## src/rtl/sofe_pkg.sv

```systemverilog
// sofe_pkg: shared types, constants and the quarter-wave sine table for the
// sine oscillator with feedback echo. No dependencies.

package sofe_pkg;

  // field widths
  localparam int unsigned FREQ_W   = 15;
  localparam int unsigned SAMPLE_W = 16;
  localparam int unsigned LEN_W    = 15;
  localparam int unsigned PHASE_W  = 32;

  // echo history
  localparam int unsigned DELAY_AW    = 14;
  localparam int unsigned DELAY_MAX   = 1 << DELAY_AW;
  localparam logic [LEN_W-1:0] DELAY_RESET = 15'd10000;

  // output range
  localparam logic signed [SAMPLE_W:0] AMPLITUDE = 17'sd32000;

  // quarter-wave table: SINE_DEPTH + 1 entries, index taken from phase bits
  localparam int unsigned SINE_IW    = 10;
  localparam int unsigned SINE_DEPTH = 1 << SINE_IW;
  localparam int unsigned SINE_AW    = SINE_IW + 1;
  localparam int unsigned TONE_W     = 15;
  localparam logic [63:0] HALF_PI_Q30 = 64'd1686629713;
  localparam logic [63:0] TONE_SCALE  = 64'd32000;

  // Taylor series divisors (2k)(2k+1)
  localparam logic [63:0] SERIES_DIV [1:12] = '{
    64'd6, 64'd20, 64'd42, 64'd72, 64'd110, 64'd156,
    64'd210, 64'd272, 64'd342, 64'd420, 64'd506, 64'd600
  };

  // phase step = freq * STEP_WHOLE + floor((freq * STEP_FRAC + HALF_RATE) / SAMPLE_RATE)
  localparam logic [63:0] SAMPLE_RATE = 64'd44100;
  localparam logic [63:0] STEP_WHOLE_W = (64'd1 << PHASE_W) / SAMPLE_RATE;
  localparam logic [63:0] STEP_FRAC_W  = (64'd1 << PHASE_W) % SAMPLE_RATE;
  localparam logic [63:0] HALF_RATE_W  = SAMPLE_RATE / 64'd2;
  localparam int unsigned FRAC_W      = 30;
  localparam int unsigned RECIP_SHIFT = 46;
  localparam int unsigned RECIP_W     = 31;
  localparam int unsigned QUOT_W      = 15;
  localparam int unsigned PROD_W      = FRAC_W + RECIP_W;
  // ceiling reciprocal, exact for every remainder sum below 2^30
  localparam logic [63:0] STEP_RECIP_W =
    ((64'd1 << RECIP_SHIFT) + SAMPLE_RATE - 64'd1) / SAMPLE_RATE;

  localparam logic [PHASE_W-1:0] STEP_WHOLE = STEP_WHOLE_W[PHASE_W-1:0];
  localparam logic [FRAC_W-1:0]  STEP_FRAC  = STEP_FRAC_W[FRAC_W-1:0];
  localparam logic [FRAC_W-1:0]  HALF_RATE  = HALF_RATE_W[FRAC_W-1:0];
  localparam logic [RECIP_W-1:0] STEP_RECIP = STEP_RECIP_W[RECIP_W-1:0];

  // one queued sample tick
  typedef struct packed {
    logic [FREQ_W-1:0] freq;
    logic              restart;
  } sofe_item_t;

  // back-end sequencer
  typedef enum logic [1:0] {
    ST_IDLE,
    ST_READ,
    ST_SUM,
    ST_OUT
  } back_state_e;

  typedef logic [TONE_W-1:0] sine_rom_t [SINE_DEPTH+1];

  // one table entry: Q30 Taylor series with truncating products, then scale
  function automatic logic [TONE_W-1:0] sine_entry(input int unsigned i);
    logic [63:0]        x;
    logic [63:0]        x2;
    logic [63:0]        term;
    logic signed [63:0] acc;
    logic [63:0]        scaled;
    x    = (HALF_PI_Q30 * 64'(i)) / 64'(SINE_DEPTH);
    x2   = (x * x) >> 30;
    term = x;
    acc  = signed'(x);
    for (int k = 1; k <= 12; k++) begin
      term = (term * x2) >> 30;
      term = term / SERIES_DIV[k];
      if ((k % 2) == 1) begin
        acc = acc - signed'(term);
      end else begin
        acc = acc + signed'(term);
      end
    end
    if (acc < 0) begin
      acc = 64'sd0;
    end
    scaled = ((unsigned'(acc) * TONE_SCALE) + (64'd1 << 29)) >> 30;
    return scaled[TONE_W-1:0];
  endfunction

  function automatic sine_rom_t build_sine_rom();
    sine_rom_t r;
    for (int i = 0; i <= SINE_DEPTH; i++) begin
      r[i] = sine_entry(i);
    end
    return r;
  endfunction

  localparam sine_rom_t SINE_ROM = build_sine_rom();

endpackage

```

## src/rtl/sofe_queue.sv

```systemverilog
// sofe_queue: two-entry queue of classified ticks between front and back.
// Depends on sofe_pkg.

module sofe_queue import sofe_pkg::*; (
  input  logic       clk_i,
  input  logic       rst_ni,
  input  logic       push_i,
  input  sofe_item_t item_i,
  input  logic       pop_i,
  output sofe_item_t item_o,
  output logic       full_o,
  output logic       empty_o
);

  sofe_item_t slot_q [2];
  logic       wr_ptr_q, wr_ptr_d;
  logic       rd_ptr_q, rd_ptr_d;
  logic [1:0] count_q, count_d;

  assign full_o  = (count_q == 2'd2);
  assign empty_o = (count_q == 2'd0);
  assign item_o  = slot_q[rd_ptr_q];

  // pointer and fill bookkeeping
  always_comb begin
    wr_ptr_d = push_i ? !wr_ptr_q : wr_ptr_q;
    rd_ptr_d = pop_i ? !rd_ptr_q : rd_ptr_q;
    count_d  = count_q;
    if (push_i && !pop_i) begin
      count_d = count_q + 2'd1;
    end else if (pop_i && !push_i) begin
      count_d = count_q - 2'd1;
    end
  end

  always_ff @(posedge clk_i or negedge rst_ni) begin
    if (!rst_ni) begin
      wr_ptr_q <= 1'b0;
      rd_ptr_q <= 1'b0;
      count_q  <= 2'd0;
    end else begin
      wr_ptr_q <= wr_ptr_d;
      rd_ptr_q <= rd_ptr_d;
      count_q  <= count_d;
    end
  end

  // entry storage
  always_ff @(posedge clk_i) begin
    if (push_i) begin
      slot_q[wr_ptr_q] <= item_i;
    end
  end

endmodule

```

## config.mk

```make
export PLATFORM = sky130hd
export DESIGN_NAME = sofe_queue
export DESIGN_NICKNAME = d
export VERILOG_FILES = /design/src/rtl/sofe_pkg.sv /design/src/rtl/sofe_queue.sv
export SDC_FILE = /design/constraint.sdc
export NUM_CORES = 1
export LEC_CHECK = 0
export BUFFER_PORTS_ARGS = -buffer_cell sky130_fd_sc_hd__buf_2
export CORE_ASPECT_RATIO = 1.4
export CORE_UTILIZATION = 45
export DETAILED_ROUTE_END_ITERATION = 12
export GPL_TIMING_DRIVEN = 0
export PLACE_DENSITY = 0.68
export SKIP_LAST_GASP = 1
export SLEW_MARGIN = 20
export SYNTH_ARGS = -nofsm -noshare
export SYNTH_HDL_FRONTEND = slang
export SYNTH_SLANG_ARGS = --single-unit
export TNS_END_PERCENT = 30
```

## constraint.sdc

```tcl
create_clock -name clk_i -period 1.7 [get_ports clk_i]
set_input_delay 0.255 -clock clk_i [delete_from_list [all_inputs] [get_ports clk_i]]
set_output_delay 0.255 -clock clk_i [all_outputs]
set_load 0.01 [all_outputs]
```

==> metrics.txt <==
Longest Clk Path Bufs 2; gr usage total 14.29%; Int Pwr 1.957 mW; DIE WIDTH 49.02 um; Async SR Flop Fraction 11.11%; sw power 756.2 uW; vias 696; synth warn 0; n_diodes 0; post-route ant nets 0; Clock Sinks 36; Design Area, Final 1717 sq um; number of synthesized flops with an enable pin 32; 1st-iter DRT viols 15; slowest stage delay, CP 0.37 ns; die area 3324 sq um; number of I/O pins 38; most frequent cell after synthesis edfxtp_1; Synth cell types 13; share of post-route cells with drive strength above 1 54.46%; fin. max-slew vios 0; syn nets 87; first-pass GRT wire length 3146 um; TritonCTS clock tree yes; Vias/cell 4.671; startpoint types register; final number of setup-violating endpoints 0; Cell Area, Synth 1393 sq um; drt pass-1 iters 4; combinational power share 33.1%; cts repair resizes 0; final worst path period need 1.627 ns; remaining global-route overflow 0; Die Y 67.82 um; Achievable Freq 0.6146 GHz; root buffer cell clkbuf_8; vias in the first global route 717; initial core utilization 47.91%; top_reg_cell synth edfxtp_1; area leader, netlist edfxtp_1; maxcap violations 0; Tot Pwr 2.714 mW; Worst EP required 1.44 ns; WL per Instance 13.66 um; Least-Margin Pin Slew 0.8127 ns; Hold Violations, Final 0; GP Congestion 0.6451; Crit Path Class register to output port; Routed WL 2036 um; VDD IR max 878.6 uV; dpl hpwl 1423 um; # rows 23; post-place setup slack 0.2248 ns; unrepaired setup endpoints after global routing false; slowest CP cell dfrtp_1; Final WS setup 0.07296 ns; TNS Setup 0 ns; Mapped Avg Cell Area 21.10 sq um; status finished, final reports clean; worst rel slew slack 45.58%; # DRC 0; largest cells by area after synthesis edfxtp_1 69%, mux2_4 9.7%, dfrtp_1 7.2%, mux2_2 5.7%, xor2_1 2.5%; CTS Buf Count 5; post-synth top area share 69.00%; sw frac 27.87%; PwrDens 1581 nW/um^2; Worst Hold Class input port to register; share of total power in sequential cells 46.7%; nets 132; Reg clk slew, reported paths 0.07 ns; core region area 2907 sq um; Worst Setup End Kind output port; final critical-path share of the clock period 95.71%; Port Buffers 37; CTS H-tree lvls 2; cell area after placement 1627 sq um; sequential area share after synthesis 76.19%; crit-path cells buf_6, buf_12, mux2_4, buf_2; Mapped Cells 66; Final Skew 0.003522 ns; clock share of power 20.2%; Area growth syn-to-layout 23.27%; Commonest cells post-synth 32 x edfxtp_1, 9 x mux2_4, 7 x mux2_2; CP Max Fanout 10; largest net degree at the start of global routing 17; latest clock arrival within the worst-skew pair 0.28 ns; Yosys reg bits 36; LEAKAGE 0.7007 nW; CP Data Arrival Time 1.37 ns; initial antenna violation count 0
-- power groups by stage --
stage	combinational [mW]	clock [mW]	sequential, mW
2_1_floorplan	0.647	0	1.26
3_3_place_gp	0.896	0	1.27
3_5_place_dp	0.914	0	1.29
4_1_cts	0.917	0.571	1.27
5_1_grt	0.970	0.603	1.29
6_report	0.897	0.548	1.27
-- layout make-up --
type	instances	area, sq um
timing repair buffer	38	195.2
buffer	2	31.28
fill	231	1190
multi-input combinational	27	299.0
clock buffer	7	76.32
clock inverter	1	3.754
inverter	1	3.754
sequential	36	1061
tap	37	46.29
-- worst paths after layout --
path	from	end	slack, ns	cells after the start
setup / recovery	rd_ptr_q	item_o[11]	0.07	4
max in group asynchronous	rst_ni	wr_ptr_q	1.26	2
hold reg to reg	count_q[1]	count_q[1]	0.50	1
min in group asynchronous	rst_ni	count_q[0]	0.32	2
setup reg to reg	wr_ptr_q	slot_q[0][12]	0.25	1
hold / removal	item_i[5]	slot_q[1][5]	0.16	1
-- per-stage QoR --
stage | util (%) | hold slack [ns] | instances
2_1_floorplan | - | -0.04059 | 66
5_1_grt | 59.06 | 0.1484 | 149
6_report | 59.06 | 0.1606 | 149
3_3_place_gp | 55.88 | 0.06072 | 140
4_1_cts | 59.06 | 0.1446 | 149
3_5_place_dp | 55.96 | 0.06734 | 140
-- kinds of logic after synthesis --
group | synth area share [%]
adders and majority gates | 0.8983
xor gates and xnor gates | 3.145
muxes | 15.36
DFF | 76.19
buffers and inverters | 2.515
and+or+nand+nor | 1.887
-- placed cells by master (no fill, tap or decap) --
cell / netlist / layout
mux2_2: 7 / 7
nor2_1: 2 / 2
buf_6: 1 / 1
clkinv_1: 0 / 1
mux2_4: 9 / 9
dlygate4sd3_1: 0 / 1
buf_12: 1 / 1
inv_1: 1 / 1
and2_1: 1 / 1
nor2b_1: 2 / 1
ha_1: 1 / 1
clkbuf_8: 0 / 5
nor2b_2: 0 / 1
xnor2_1: 1 / 1
dfrtp_1: 4 / 4
buf_2: 0 / 37
xor2_1: 4 / 4
edfxtp_1: 32 / 32
clkbuf_1: 0 / 2
-- registers in the layout (all words and copies together), names as in the netlist --
| signal | cells |
|---|---|
| slot_q | 32 |
| wr_ptr_q | 1 |
| rd_ptr_q | 1 |
| count_q | 2 |
-- timing repair --
action / 4_1_cts / 5_1_grt
buffers inserted: 0 / 0
endpoints found under the hold margin: 4 / 0
hold buffers: 1 / 0
-- per-layer routing --
metal / up-vias / track usage [%] / share of wire (%)
met4: 0 / 11.03 / 1.9
met2: 24 / 27.08 / 58
met1: 332 / 11.62 / 35
li1: 336 / - / -
met3: 4 / 5.778 / 5.5
met5: - / 0 / 0
-- critical path, delay by kind of cell, from the launching register on --
kind	cells	cell delay, ns
muxes	1	0.29
buffers and inverters	3	0.43
DFF	1	0.37
(Power assumes the default switching activity.)
