--- src/rtl/sofe_pkg.sv ---
// sofe_pkg: shared types, constants and the quarter-wave sine table for the
// sine oscillator with feedback echo. No dependencies.

package sofe_pkg;

  // field widths
  localparam int unsigned FREQ_W   = 15;
  localparam int unsigned SAMPLE_W = 16;
  localparam int unsigned LEN_W    = 15;
  localparam int unsigned PHASE_W  = 32;

  // echo history
  localparam int unsigned DELAY_AW    = 14;
  localparam int unsigned DELAY_MAX   = 1 << DELAY_AW;
  localparam logic [LEN_W-1:0] DELAY_RESET = 15'd10000;

  // output range
  localparam logic signed [SAMPLE_W:0] AMPLITUDE = 17'sd32000;

  // quarter-wave table: SINE_DEPTH + 1 entries, index taken from phase bits
  localparam int unsigned SINE_IW    = 10;
  localparam int unsigned SINE_DEPTH = 1 << SINE_IW;
  localparam int unsigned SINE_AW    = SINE_IW + 1;
  localparam int unsigned TONE_W     = 15;
  localparam logic [63:0] HALF_PI_Q30 = 64'd1686629713;
  localparam logic [63:0] TONE_SCALE  = 64'd32000;

  // Taylor series divisors (2k)(2k+1)
  localparam logic [63:0] SERIES_DIV [1:12] = '{
    64'd6, 64'd20, 64'd42, 64'd72, 64'd110, 64'd156,
    64'd210, 64'd272, 64'd342, 64'd420, 64'd506, 64'd600
  };

  // phase step = freq * STEP_WHOLE + floor((freq * STEP_FRAC + HALF_RATE) / SAMPLE_RATE)
  localparam logic [63:0] SAMPLE_RATE = 64'd44100;
  localparam logic [63:0] STEP_WHOLE_W = (64'd1 << PHASE_W) / SAMPLE_RATE;
  localparam logic [63:0] STEP_FRAC_W  = (64'd1 << PHASE_W) % SAMPLE_RATE;
  localparam logic [63:0] HALF_RATE_W  = SAMPLE_RATE / 64'd2;
  localparam int unsigned FRAC_W      = 30;
  localparam int unsigned RECIP_SHIFT = 46;
  localparam int unsigned RECIP_W     = 31;
  localparam int unsigned QUOT_W      = 15;
  localparam int unsigned PROD_W      = FRAC_W + RECIP_W;
  // ceiling reciprocal, exact for every remainder sum below 2^30
  localparam logic [63:0] STEP_RECIP_W =
    ((64'd1 << RECIP_SHIFT) + SAMPLE_RATE - 64'd1) / SAMPLE_RATE;

  localparam logic [PHASE_W-1:0] STEP_WHOLE = STEP_WHOLE_W[PHASE_W-1:0];
  localparam logic [FRAC_W-1:0]  STEP_FRAC  = STEP_FRAC_W[FRAC_W-1:0];
  localparam logic [FRAC_W-1:0]  HALF_RATE  = HALF_RATE_W[FRAC_W-1:0];
  localparam logic [RECIP_W-1:0] STEP_RECIP = STEP_RECIP_W[RECIP_W-1:0];

  // one queued sample tick
  typedef struct packed {
    logic [FREQ_W-1:0] freq;
    logic              restart;
  } sofe_item_t;

  // back-end sequencer
  typedef enum logic [1:0] {
    ST_IDLE,
    ST_READ,
    ST_SUM,
    ST_OUT
  } back_state_e;

  typedef logic [TONE_W-1:0] sine_rom_t [SINE_DEPTH+1];

  // one table entry: Q30 Taylor series with truncating products, then scale
  function automatic logic [TONE_W-1:0] sine_entry(input int unsigned i);
    logic [63:0]        x;
    logic [63:0]        x2;
    logic [63:0]        term;
    logic signed [63:0] acc;
    logic [63:0]        scaled;
    x    = (HALF_PI_Q30 * 64'(i)) / 64'(SINE_DEPTH);
    x2   = (x * x) >> 30;
    term = x;
    acc  = signed'(x);
    for (int k = 1; k <= 12; k++) begin
      term = (term * x2) >> 30;
      term = term / SERIES_DIV[k];
      if ((k % 2) == 1) begin
        acc = acc - signed'(term);
      end else begin
        acc = acc + signed'(term);
      end
    end
    if (acc < 0) begin
      acc = 64'sd0;
    end
    scaled = ((unsigned'(acc) * TONE_SCALE) + (64'd1 << 29)) >> 30;
    return scaled[TONE_W-1:0];
  endfunction

  function automatic sine_rom_t build_sine_rom();
    sine_rom_t r;
    for (int i = 0; i <= SINE_DEPTH; i++) begin
      r[i] = sine_entry(i);
    end
    return r;
  endfunction

  localparam sine_rom_t SINE_ROM = build_sine_rom();

endpackage

--- src/rtl/sofe_front.sv ---
// sofe_front: accepts sample ticks and marks a phase restart on a frequency change.
// Depends on sofe_pkg.

module sofe_front import sofe_pkg::*; (
  input  logic                 clk_i,
  input  logic                 rst_ni,
  input  logic                 s_axis_tvalid,
  output logic                 s_axis_tready,
  input  logic [15:0]          s_axis_tdata,   // [14:0] frequency_hz, [15] zero fill
  input  logic                 q_full_i,
  output logic                 push_o,
  output sofe_item_t           item_o
);

  logic [FREQ_W-1:0] prev_freq_q, prev_freq_d;
  logic [FREQ_W-1:0] freq;

  assign freq          = s_axis_tdata[FREQ_W-1:0];
  assign s_axis_tready = !q_full_i;
  assign push_o        = s_axis_tvalid && !q_full_i;

  // classify the beat against the last accepted frequency
  always_comb begin
    item_o.freq    = freq;
    item_o.restart = (freq != prev_freq_q);
    prev_freq_d    = push_o ? freq : prev_freq_q;
  end

  always_ff @(posedge clk_i or negedge rst_ni) begin
    if (!rst_ni) begin
      prev_freq_q <= '0;
    end else begin
      prev_freq_q <= prev_freq_d;
    end
  end

endmodule

--- config.mk ---
export PLATFORM = sky130hd
export DESIGN_NAME = sofe_front
export DESIGN_NICKNAME = d
export VERILOG_FILES = /design/src/rtl/sofe_pkg.sv /design/src/rtl/sofe_front.sv
export SDC_FILE = /design/constraint.sdc
export NUM_CORES = 1
export LEC_CHECK = 0
export ABC_AREA = 1
export CORE_MARGIN = 3
export CORE_UTILIZATION = 50
export CTS_CLUSTER_DIAMETER = 150
export DETAILED_ROUTE_END_ITERATION = 8
export DONT_BUFFER_PORTS = 1
export PLACE_DENSITY = 0.67
export SETUP_SLACK_MARGIN = 0.15
export SLEW_MARGIN = 25
export SYNTH_ARGS = -nofsm -noshare
export SYNTH_HDL_FRONTEND = slang
export SYNTH_SLANG_ARGS = --single-unit
--- constraint.sdc ---
create_clock -name clk_i -period 2.4 [get_ports clk_i]
set_input_delay 0.36 -clock clk_i [delete_from_list [all_inputs] [get_ports clk_i]]
set_output_delay 0.36 -clock clk_i [all_outputs]
set_load 0.005 [all_outputs]
==> results of run 1 <==
==> cells by family after synthesis <==
family                    after synthesis  synth area share [%]
and+or+nand+nor                        73                  28.5
xor gates and xnor gates                1                 0.899
AOI/OAI and AO/OA                      14                  7.19
buffers and inverters                  48                  24.9
DFF                                    15                  38.5
==> cell type report <==
class                           count  area (sq um)
Clock buffer                        4          26.3
Fill cell                         200           871
Timing Repair Buffer                1          10.0
Multi-Input combinational cell     88           357
Tap cell                           25          31.3
Inverter                           30           113
Sequential cell                    15           375
==> per-layer routing <==
metal | part of all wire (%) | vias up | GRT usage, %
li1 | - | 396 | -
met1 | 48 | 313 | 17.8
met2 | 44 | 20 | 22.6
met3 | 5.9 | 5 | 3.86
met4 | 2.5 | 0 | 8.29
met5 | 0 | - | 0
==> through the flow <==
stage	area (sq um)	setup slack (ns)
2_1_floorplan	975	1.28
5_1_grt	912	0.739
4_1_cts	912	0.871
3_5_place_dp	876	1.16
3_3_place_gp	876	1.17
6_report	912	0.874
==> final timing paths <==
kind	from	end	slack, ns	cells past startpoint
hold / removal	s_axis_tdata[12]	prev_freq_q[12]	0.18	2
min in group asynchronous	rst_ni	prev_freq_q[8]	0.55	1
setup reg to reg	prev_freq_q[6]	prev_freq_q[6]	1.71	2
setup / recovery	prev_freq_q[5]	item_o[0]	0.87	6
max in group asynchronous	rst_ni	prev_freq_q[2]	1.41	1
hold reg to reg	prev_freq_q[12]	prev_freq_q[12]	0.51	2
==> cells in the final DEF, fill, tap and decap left out <==
| master | n |
|---|---|
| clkbuf_1 | 1 |
| clkbuf_4 | 3 |
| dfrtp_1 | 15 |
| dlygate4sd3_1 | 1 |
| inv_1 | 28 |
| inv_2 | 2 |
| nand2_1 | 63 |
| nand2_2 | 1 |
| nand3_1 | 1 |
| nor2_1 | 8 |
| o21ai_0 | 4 |
| o21ai_1 | 10 |
| xnor2_1 | 1 |
==> power by group <==
group / total (uW) / leakage, uW / switching, uW / internal [uW]
Combinational: 105 / 0.000348 / 62.0 / 42.5
Sequential: 307 / 0.000186 / 23.2 / 284
Clock: 148 / 0.0000150 / 83.9 / 64.6
Total: 560 / 0.000548 / 169 / 391
==> worst max-delay path: cells and delay by family (launching register included) <==
kind / cells / cell delay, ns
AND/OR/NAND/NOR: 6 / 0.49
flip-flops: 1 / 0.40
==> results.md, run 1 <==
* Run status: finished clean
* Vias post-DR at 734
* Synth cell count leaders: nand2_1 (63), inv_1 (28), buf_4 (16)
* Clock-pin slew on the worst setup and hold paths at 0.09 ns
* Placed cell count at 158
* Netlist cell types at 12
* Clock sink count at 15
* Clk buf depth at 2
* WHS at 0.182 ns
* Vias in the first global route at 693
* Overflow after GRT at 0
* Crit-path max FO at 3
* Syn_area_per_cell at 6.45 sq um
* FMAX at 655 MHz
* Port bufs at 0
* Worst path most repeated cell: nand2_1
* Setup TNS at 0 ns
* Max_cap viols at 0
* RSZ-0062 raised after global routing: false
* Slowest-stage cell, CP: dfrtp_1
* Hold_buf cts at 1
* Pwr Density at 614 nW/um^2
* Top_reg_cell synth: dfrtp_1
* Register area share after synthesis at 38.5%
* H-tree depth at 1
* 1st-pass router iterations at 4
* Die footprint at 2520 sq um
* Final period utilization at 63.6%
* Tmin final at 1.53 ns
* Placeable Area at 1780 sq um
* #FFs+latches synth at 15
* Biggest cell delay along the critical path at 0.40 ns
* Final Skew at 0 ns
* Max reg flops at 15
* Syn Std Cell Area at 975 sq um
* Post-CTS setup buffer count at 0
* Final std cells w/o fill at 163
* Clk_lat worst skew at 0.28 ns
* Root Buffer: clkbuf_4
* Routed WL per cell at 9.71 um
* Slew @ Worst Pin at 0.688 ns
* Synth area leaders: dfrtp_1 (39%), nand2_1 (24%), buf_4 (12%), inv_1 (11%), o21ai_1 (5.1%)
* Antenna violations before repair at 0
* Static leakage at 0.000548 uW
* Area grow syn2layout at -6.42%
* Worst Setup End Kind: output port
* CTS Buf Count at 3
* Final net count at 159
* YS warnings at 0
* Largest net degree at the start of global routing at 31
* Resize count post-CTS at 0
* Final core utilization at 51.2%
* Synth area leader: dfrtp_1
* Initial DRC Count at 7
* Hold/Removal Path Class: in2reg
* IO Pins at 38
* Crit path DAT at 1.17 ns
* Initial Util at 54.7%
* Final WL at 1.58 mm
* RD Place Congestion at 0.631
* Pwr Total at 560 uW
* Post-synth EDFFs at 0
* Worst vdd ir at 0.000405 V
* # rows at 15
* GR Util All Layers at 14.4%
* Crit path required time at 2.04 ns
* Die Width at 50.2 um
* Top-count cell post-synth: nand2_1
* Via/cell ratio at 4.50
* Largest registers: prev_freq_q x15
* Asr flop ratio synth at 100%
* Max-slew violation count at 0
* HPWL Detailed at 1.14 mm
* Setup CP Type: reg2out
* Cell count after synthesis at 151
* ANT cells at 0
* Detail Route Antenna Nets at 0
* Startpoint Class: flop
* Slew headroom at 54.0%
* CTS tree: built
* Residual DRC count at 0
* Top reg by flops: prev_freq_q
* Setup-failing EPs final at 0
* Post-Synthesis Net Count at 171
* Die Y at 50.2 um
* Yosys top cell area share at 38.5%
* Layout cell share with drive strength beyond 1 at 4.35%
* CP Cell Sequence: nand2_1 > nand2_1 > nor2_1 > nand2_1 > nor2_1 > nand2_1
* Final Hold Viols at 0
* First-pass GRT wire length at 2.76 mm
(Power assumes the default switching activity.)
==> run 2: changes to the inputs <==
--- a/config.mk
+++ b/config.mk
@@ -11,7 +11,7 @@
 export CTS_CLUSTER_DIAMETER = 150
 export DETAILED_ROUTE_END_ITERATION = 8
 export DONT_BUFFER_PORTS = 1
-export PLACE_DENSITY = 0.67
+export PLACE_DENSITY = 0.7
 export SETUP_SLACK_MARGIN = 0.15
 export SLEW_MARGIN = 25
 export SYNTH_ARGS = -nofsm -noshare
==> constraint.sdc (replaced) <==
create_clock -name clk_i -period 1.4 [get_ports clk_i]
set_input_delay 0.21 -clock clk_i [delete_from_list [all_inputs] [get_ports clk_i]]
set_output_delay 0.21 -clock clk_i [all_outputs]
set_load 0.005 [all_outputs]
==> run 2 against run 1 <==
  * Clock power grew 68%
  * Non-clock buffer count grew 2
  * Final area grew 1.6%
  * Sequential power rose by 72%
  * Setup slack got worse by 0.83 ns
  * Cell count up 1.2%
  * Flip-flop and latch count is the same
  * Worst hold slack got worse by 0.14 ns
  * Routed wire length increased by 3.2%
  * Die area unchanged
  * Utilization up 0.84 points
  * First-iteration DRC count is 130% higher
==> results.md, run 2 (synthesis gave the netlist of run 1 again) <==
* Run status: finished clean (unchanged)
* Final std cells w/o fill at 165 (was 163)
* Pre-CTS WS at 0.326 ns (was 1.16 ns)
* Initial DRC Count at 16 (was 7)
* Max reg flops at 15 (unchanged)
* Final WL at 1.63 mm (was 1.58 mm)
* Clock-pin slew on the worst setup and hold paths at 0.09 ns (about the same)
* Most common cell after layout, fill and taps aside: nand2_1 (unchanged)
* Area of the multi-input gates at 357 sq um (unchanged)
* Slew @ Worst Pin at 0.718 ns (was 0.688 ns)
* # rows at 15 (unchanged)
* Detail Route Antenna Nets at 0 (unchanged)
* Crit path DAT at 1.14 ns (was 1.17 ns)
* Final net count at 161 (was 159)
* Worst Setup End Kind: output port (unchanged)
* Worst path most repeated cell: nand2_1 (unchanged)
* Biggest cell delay along the critical path at 0.38 ns (was 0.40 ns)
* CTS Buf Count at 3 (unchanged)
* Design area at 927 sq um (was 912 sq um)
* Vias post-DR at 750 (was 734)
* 1st-pass router iterations at 4 (unchanged)
* Final Hold Viols at 0 (unchanged)
* Top reg by flops: prev_freq_q (unchanged)
* Area grow syn2layout at -4.88% (was -6.42%)
* Final Skew at 0 ns (unchanged)
* Crit path required time at 1.19 ns (was 2.04 ns)
* Initial Util at 54.7% (unchanged)
* Worst Setup SP: prev_freq_q[3] (was prev_freq_q[5])
* Placeable Area at 1780 sq um (unchanged)
* Max-slew violation count at 0 (unchanged)
* Resize count post-CTS at 0 (unchanged)
* RD Place Congestion at 0.700 (was 0.631)
* Root Buffer: clkbuf_4 (unchanged)
* Die Y at 50.2 um (unchanged)
* Commonest non-fill, non-tap cells in the layout: nand2_1 (63), inv_1 (28), dfrtp_1 (15) (unchanged)
* Die Width at 50.2 um (unchanged)
* Port bufs at 0 (unchanged)
* Largest net degree at the start of global routing at 31 (unchanged)
* Worst Reg-to-Reg Cells at 3 (was 2)
* RSZ-0062 raised after global routing: true (was false)
* Via/cell ratio at 4.55 (was 4.50)
* Clk buf depth at 2 (unchanged)
* Routed WL per cell at 9.90 um (was 9.71 um)
* Placed cell count at 158 (unchanged)
* Worst path bufs/invs at 1 (was 0)
* CP Cell Sequence: inv_1 > nand2_1 > nand2_1 > nor2_1 > nand2_1 > nor2_1 > nand2_1 (was nand2_1 > nand2_1 > nor2_1 > nand2_1 > nor2_1 > nand2_1)
* R2r startpoint: prev_freq_q[1] (was prev_freq_q[6])
* Setup-failing EPs final at 0 (unchanged)
* Reg-to-reg slack, setup at 0.62 ns (was 1.71 ns)
* Family with the most delay on the worst path: simple AND/OR/NAND/NOR gates (unchanged)
* First-pass GRT wire length at 2.81 mm (was 2.76 mm)
* CP endpoint: item_o[0] (unchanged)
* Pwr Density at 1040 nW/um^2 (was 614 nW/um^2)
* ANT cells at 0 (unchanged)
* Register area at 375 sq um (unchanged)
* Max_cap viols at 0 (unchanged)
* Hold Path Cell Cnt at 2 (unchanged)
* Clk_lat worst skew at 0.28 ns (about the same)
* RR Endpoint: prev_freq_q[1] (was prev_freq_q[6])
* Residual DRC count at 0 (unchanged)
* Slew headroom at 52.0% (was 54.0%)
* Worst setup margin at 0.0476 ns (was 0.874 ns)
* Antenna violations before repair at 0 (unchanged)
* Layout cell share with drive strength beyond 1 at 5.71% (was 4.35%)
* Overflow after GRT at 0 (unchanged)
* Slowest-stage cell, CP: dfrtp_1 (unchanged)
* Layout fillers at 187 (was 200)
* Crit-path max FO at 3 (unchanged)
* Die footprint at 2520 sq um (unchanged)
* Final period utilization at 96.6%
* CTS tree: built (unchanged)
* Setup CP Type: reg2out (unchanged)
* Vias in the first global route at 694 (was 693)
* GR Util All Layers at 14.6% (was 14.4%)
* IO Pins at 38 (unchanged)
* Clock sink count at 15 (unchanged)
* Startpoint Class: flop (unchanged)
* Hold/Removal Path Class: in2reg (unchanged)
* Critical path depth at 7 (was 6)
* FMAX at 739 MHz
* H-tree depth at 1 (unchanged)
* Largest registers: prev_freq_q x15 (unchanged)
* Worst vdd ir at 0.000485 V (was 0.000405 V)
* Static leakage at 0.000558 uW (was 0.000548 uW)
* HPWL Detailed at 1.19 mm (was 1.14 mm)
* Tmin final at 1.35 ns
* Placed cell area at 876 sq um (unchanged)
[run 2: cell count changes in the layout (fill, tap and decap cells not counted), sizes merged]
cell	previous run	this run
buf	0	2
[run 2: through the flow]
stage / utilization (%) / hold WS, ns / power [uW] / setup TNS, ns
after CTS: 51.6 / 0.0248 / 980 / 0
after detailed placement: 49.1 / -0.0852 / 706 / 0
after global routing: 52.0 / 0.0440 / 1050 / -0.0790
final: 52.0 / 0.0403 / 965 / 0
after global placement: 49.1 / -0.0851 / 694 / 0
after floorplan: - / -0.0856 / 713 / 0
[run 2: cell type report]
cell class / instances / area share (%)
Clock buffer: 4 / 2.83
Timing Repair Buffer: 3 / 2.70
Sequential cell: 15 / 40.5
Tap cell: 25 / 3.37
Inverter: 30 / 12.1
Multi-Input combinational cell: 88 / 38.5
[run 2: worst reg2reg max path, cell delays in order (launching register included)]
cell	delay (ns)
dfrtp_1	0.40
buf_4	0.14
nand2_1	0.05
o21ai_1	0.07
[run 2: worst min-delay path by stage]
stage | to | startpoint | slack, ns
6_report | prev_freq_q[12] | s_axis_tdata[12] | 0.04
5_1_grt | prev_freq_q[12] | s_axis_tdata[12] | 0.04
4_1_cts | prev_freq_q[12] | s_axis_tdata[12] | 0.02
3_5_place_dp | prev_freq_q[1] | rst_ni | -0.09
3_3_place_gp | prev_freq_q[1] | rst_ni | -0.09
2_1_floorplan | prev_freq_q[0] | rst_ni | -0.09
[run 2: power breakdown]
part	internal, uW	switching [uW]
Sequential	487	39.5
Clock	110	138
Combinational	81.2	109
[run 2: routing by layer]
layer	routed length (um)	GRT usage, %	vias up
li1	-	-	399
met1	728	17.9	333
met2	770	23.3	16
met3	123	4.15	2
met4	12	6.91	0
met5	0	0	-
[run 2: repair_timing]
action | 4_1_cts | 5_1_grt
pin swaps | 7 | 0
endpoints found under the setup margin | 1 | 1
setup buffers | 1 | 1
hold buffers | 1 | 0
endpoints found under the hold margin | 15 | 0
==> run 3: changes to the inputs <==
--- a/config.mk
+++ b/config.mk
@@ -12,6 +12,7 @@
 export DETAILED_ROUTE_END_ITERATION = 8
 export DONT_BUFFER_PORTS = 1
 export PLACE_DENSITY = 0.7
+export REMOVE_ABC_BUFFERS = 1
 export SETUP_SLACK_MARGIN = 0.15
 export SLEW_MARGIN = 25
 export SYNTH_ARGS = -nofsm -noshare
==> constraint.sdc (replaced) <==
create_clock -name clk_i -period 1.4 [get_ports clk_i]
set_input_delay 0.07 -clock clk_i [delete_from_list [all_inputs] [get_ports clk_i]]
set_output_delay 0.07 -clock clk_i [all_outputs]
set_load 0.005 [all_outputs]
==> run 3 against run 2 <==
  * Die area did not move
  * Clock power rose by 2%
  * Via count rose by 5.6%
  * Utilization rose by 8.3 points
==> results.md, run 3 (synthesis gave the netlist of run 1 again) <==
* ANT cells at 0 (unchanged)
* Pwr Density at 934 nW/um^2 (was 1040 nW/um^2)
* Setup TNS at 0 ns (unchanged)
* Final net count at 175 (was 161)
* Static leakage at 0.000616 uW (was 0.000558 uW)
* Commonest non-fill, non-tap cells in the layout: nand2_1 (63), inv_1 (28), dlygate4sd3_1 (16) (was nand2_1 (63), inv_1 (28), dfrtp_1 (15))
* Setup-failing EPs final at 0 (unchanged)
* Reg-to-reg slack, setup at 0.62 ns (about the same)
* Routed WL per cell at 9.99 um (was 9.90 um)
* HPWL Detailed at 1.17 mm (was 1.19 mm)
* Crit path required time at 1.33 ns (was 1.19 ns)
* Worst Setup End Kind: output port (unchanged)
* Crit-path max FO at 3 (unchanged)
* Root Buffer: clkbuf_4 (unchanged)
* Clock-pin slew on the worst setup and hold paths at 0.09 ns (about the same)
* Hold EP: item_o[5] (was prev_freq_q[12])
* Initial DRC Count at 11 (was 16)
* RD Place Congestion at 0.670 (was 0.700)
* Slew @ Worst Pin at 0.669 ns (was 0.718 ns)
* 1st-pass router iterations at 2 (was 4)
* Worst Reg-to-Reg Cells at 3 (unchanged)
* Startpoint Class: flop (unchanged)
* Most common cell after layout, fill and taps aside: nand2_1 (unchanged)
* Final WL at 1.79 mm (was 1.63 mm)
* Max_cap viols at 0 (unchanged)
* Crit path DAT at 1.18 ns (was 1.14 ns)
* Area grow syn2layout at 10.3% (was -4.88%)
* Clock sink count at 15 (unchanged)
* RSZ-0062 raised after global routing: true (unchanged)
* Antenna violations before repair at 0 (unchanged)
* Worst vdd ir at 0.000554 V (was 0.000485 V)
* Die Y at 50.2 um (unchanged)
* Top reg by flops: prev_freq_q (unchanged)
* Final Skew at 0 ns (unchanged)
* Via/cell ratio at 4.42 (was 4.55)
* Hold Path Cell Cnt at 0 (was 2)
* Detail Route Antenna Nets at 0 (unchanged)
* Die footprint at 2520 sq um (unchanged)
* Slew headroom at 55.2% (was 52.0%)
* Design area at 1070 sq um (was 927 sq um)
* HP Start: s_axis_tdata[4] (was s_axis_tdata[12])
* Max-slew violation count at 0 (unchanged)
* Initial Util at 54.7% (unchanged)
* Clk_lat worst skew at 0.28 ns (about the same)
* Vias in the first global route at 802 (was 694)
* Layout cell share with drive strength beyond 1 at 5.84% (was 5.71%)
* First-pass GRT wire length at 3.22 mm (was 2.81 mm)
* H-tree depth at 1 (unchanged)
* Tmin final at 1.25 ns (was 1.35 ns)
* R2r startpoint: prev_freq_q[0] (was prev_freq_q[1])
* Port bufs at 0 (unchanged)
* Overflow after GRT at 0 (unchanged)
* Final Hold Viols at 0 (unchanged)
* Layout fillers at 168 (was 187)
* Largest registers: prev_freq_q x15 (unchanged)
* Placed cell area at 876 sq um (unchanged)
* Final period utilization at 89.0% (was 96.6%)
* CTS tree: built (unchanged)
* Clk buf depth at 2 (unchanged)
* IO Pins at 38 (unchanged)
* # rows at 15 (unchanged)
* Run status: finished clean (unchanged)
* GR Util All Layers at 16.3% (was 14.6%)
* Residual DRC count at 0 (unchanged)
* Die Width at 50.2 um (unchanged)
* Placeable Area at 1780 sq um (unchanged)
* RR Endpoint: prev_freq_q[0] (was prev_freq_q[1])
* FMAX at 803 MHz (was 739 MHz)
* Max reg flops at 15 (unchanged)
* CTS Buf Count at 3 (unchanged)
* Largest net degree at the start of global routing at 31 (unchanged)
* Vias post-DR at 792 (was 750)
* Setup CP Type: reg2out (unchanged)
* Hold/Removal Path Class: in2out (was in2reg)
-- run 3: layout make-up --
| cell class | count | area (sq um) | share of cell area (%) |
|---|---|---|---|
| flip-flops and latches | 15 | 375 | 34.9 |
| multi-input cells | 88 | 362 | 33.6 |
| repair buffers | 17 | 168 | 15.6 |
| inverters | 30 | 113 | 10.5 |
| well taps | 25 | 31.3 | 2.91 |
| clock buffers | 4 | 26.3 | 2.44 |
-- run 3: worst max-delay path by stage --
stage,from,end,slack (ns)
3_5_place_dp,prev_freq_q[4],item_o[0],0.46
6_report,prev_freq_q[4],item_o[0],0.15
5_1_grt,prev_freq_q[4],item_o[0],0.03
2_1_floorplan,prev_freq_q[0],item_o[0],0.58
3_3_place_gp,prev_freq_q[0],item_o[0],0.48
4_1_cts,prev_freq_q[4],item_o[0],0.14
-- run 3: power breakdown --
part	switching (uW)	internal, uW	leakage, uW
Combinational	116	105	0.000415
Clock	143	111	0.0000150
Sequential	41.2	487	0.000186
-- run 3: through the flow --
| stage | hold slack [ns] | total power, uW | setup slack [ns] | utilization [%] | instances |
|---|---|---|---|---|---|
| after floorplan | -0.226 | 673 | 0.576 | - | 133 |
| after global placement | -0.225 | 693 | 0.477 | 49.1 | 158 |
| after detailed placement | -0.225 | 707 | 0.464 | 49.1 | 158 |
| after CTS | 0.140 | 1000 | 0.143 | 59.6 | 178 |
| after global routing | 0.140 | 1080 | 0.0252 | 60.3 | 179 |
| final | 0.140 | 1000 | 0.154 | 60.3 | 179 |
-- run 3: worst max-delay path: stages, from the launching register on --
cell and delay, ns:
dfrtp_1 0.40, nand2_1 0.08, nand2_1 0.05, nor2_1 0.11
nand2_1 0.08, nor2_2 0.11, nand2_1 0.07
-- run 3: per-layer routing --
layer  vias to the layer above  part of all wire [%]  track usage, %  wire, um
met1                       358                    45            19.8       812
met4                         0                     0            5.53         0
li1                        426                     -               -         -
met5                         -                     0               0         0
met3                         0                   3.7            2.97        66
met2                         8                    51            28.7       910
-- run 3: repair_timing --
action / CTS / global route
hold buffers: 16 / 0
hold endpoints to repair: 30 / 0
setup buffers: 0 / 1
setup endpoints to repair: 1 / 1
resized for setup: 0 / 2
gates cloned: 0 / 0
pin swaps: 0 / 1
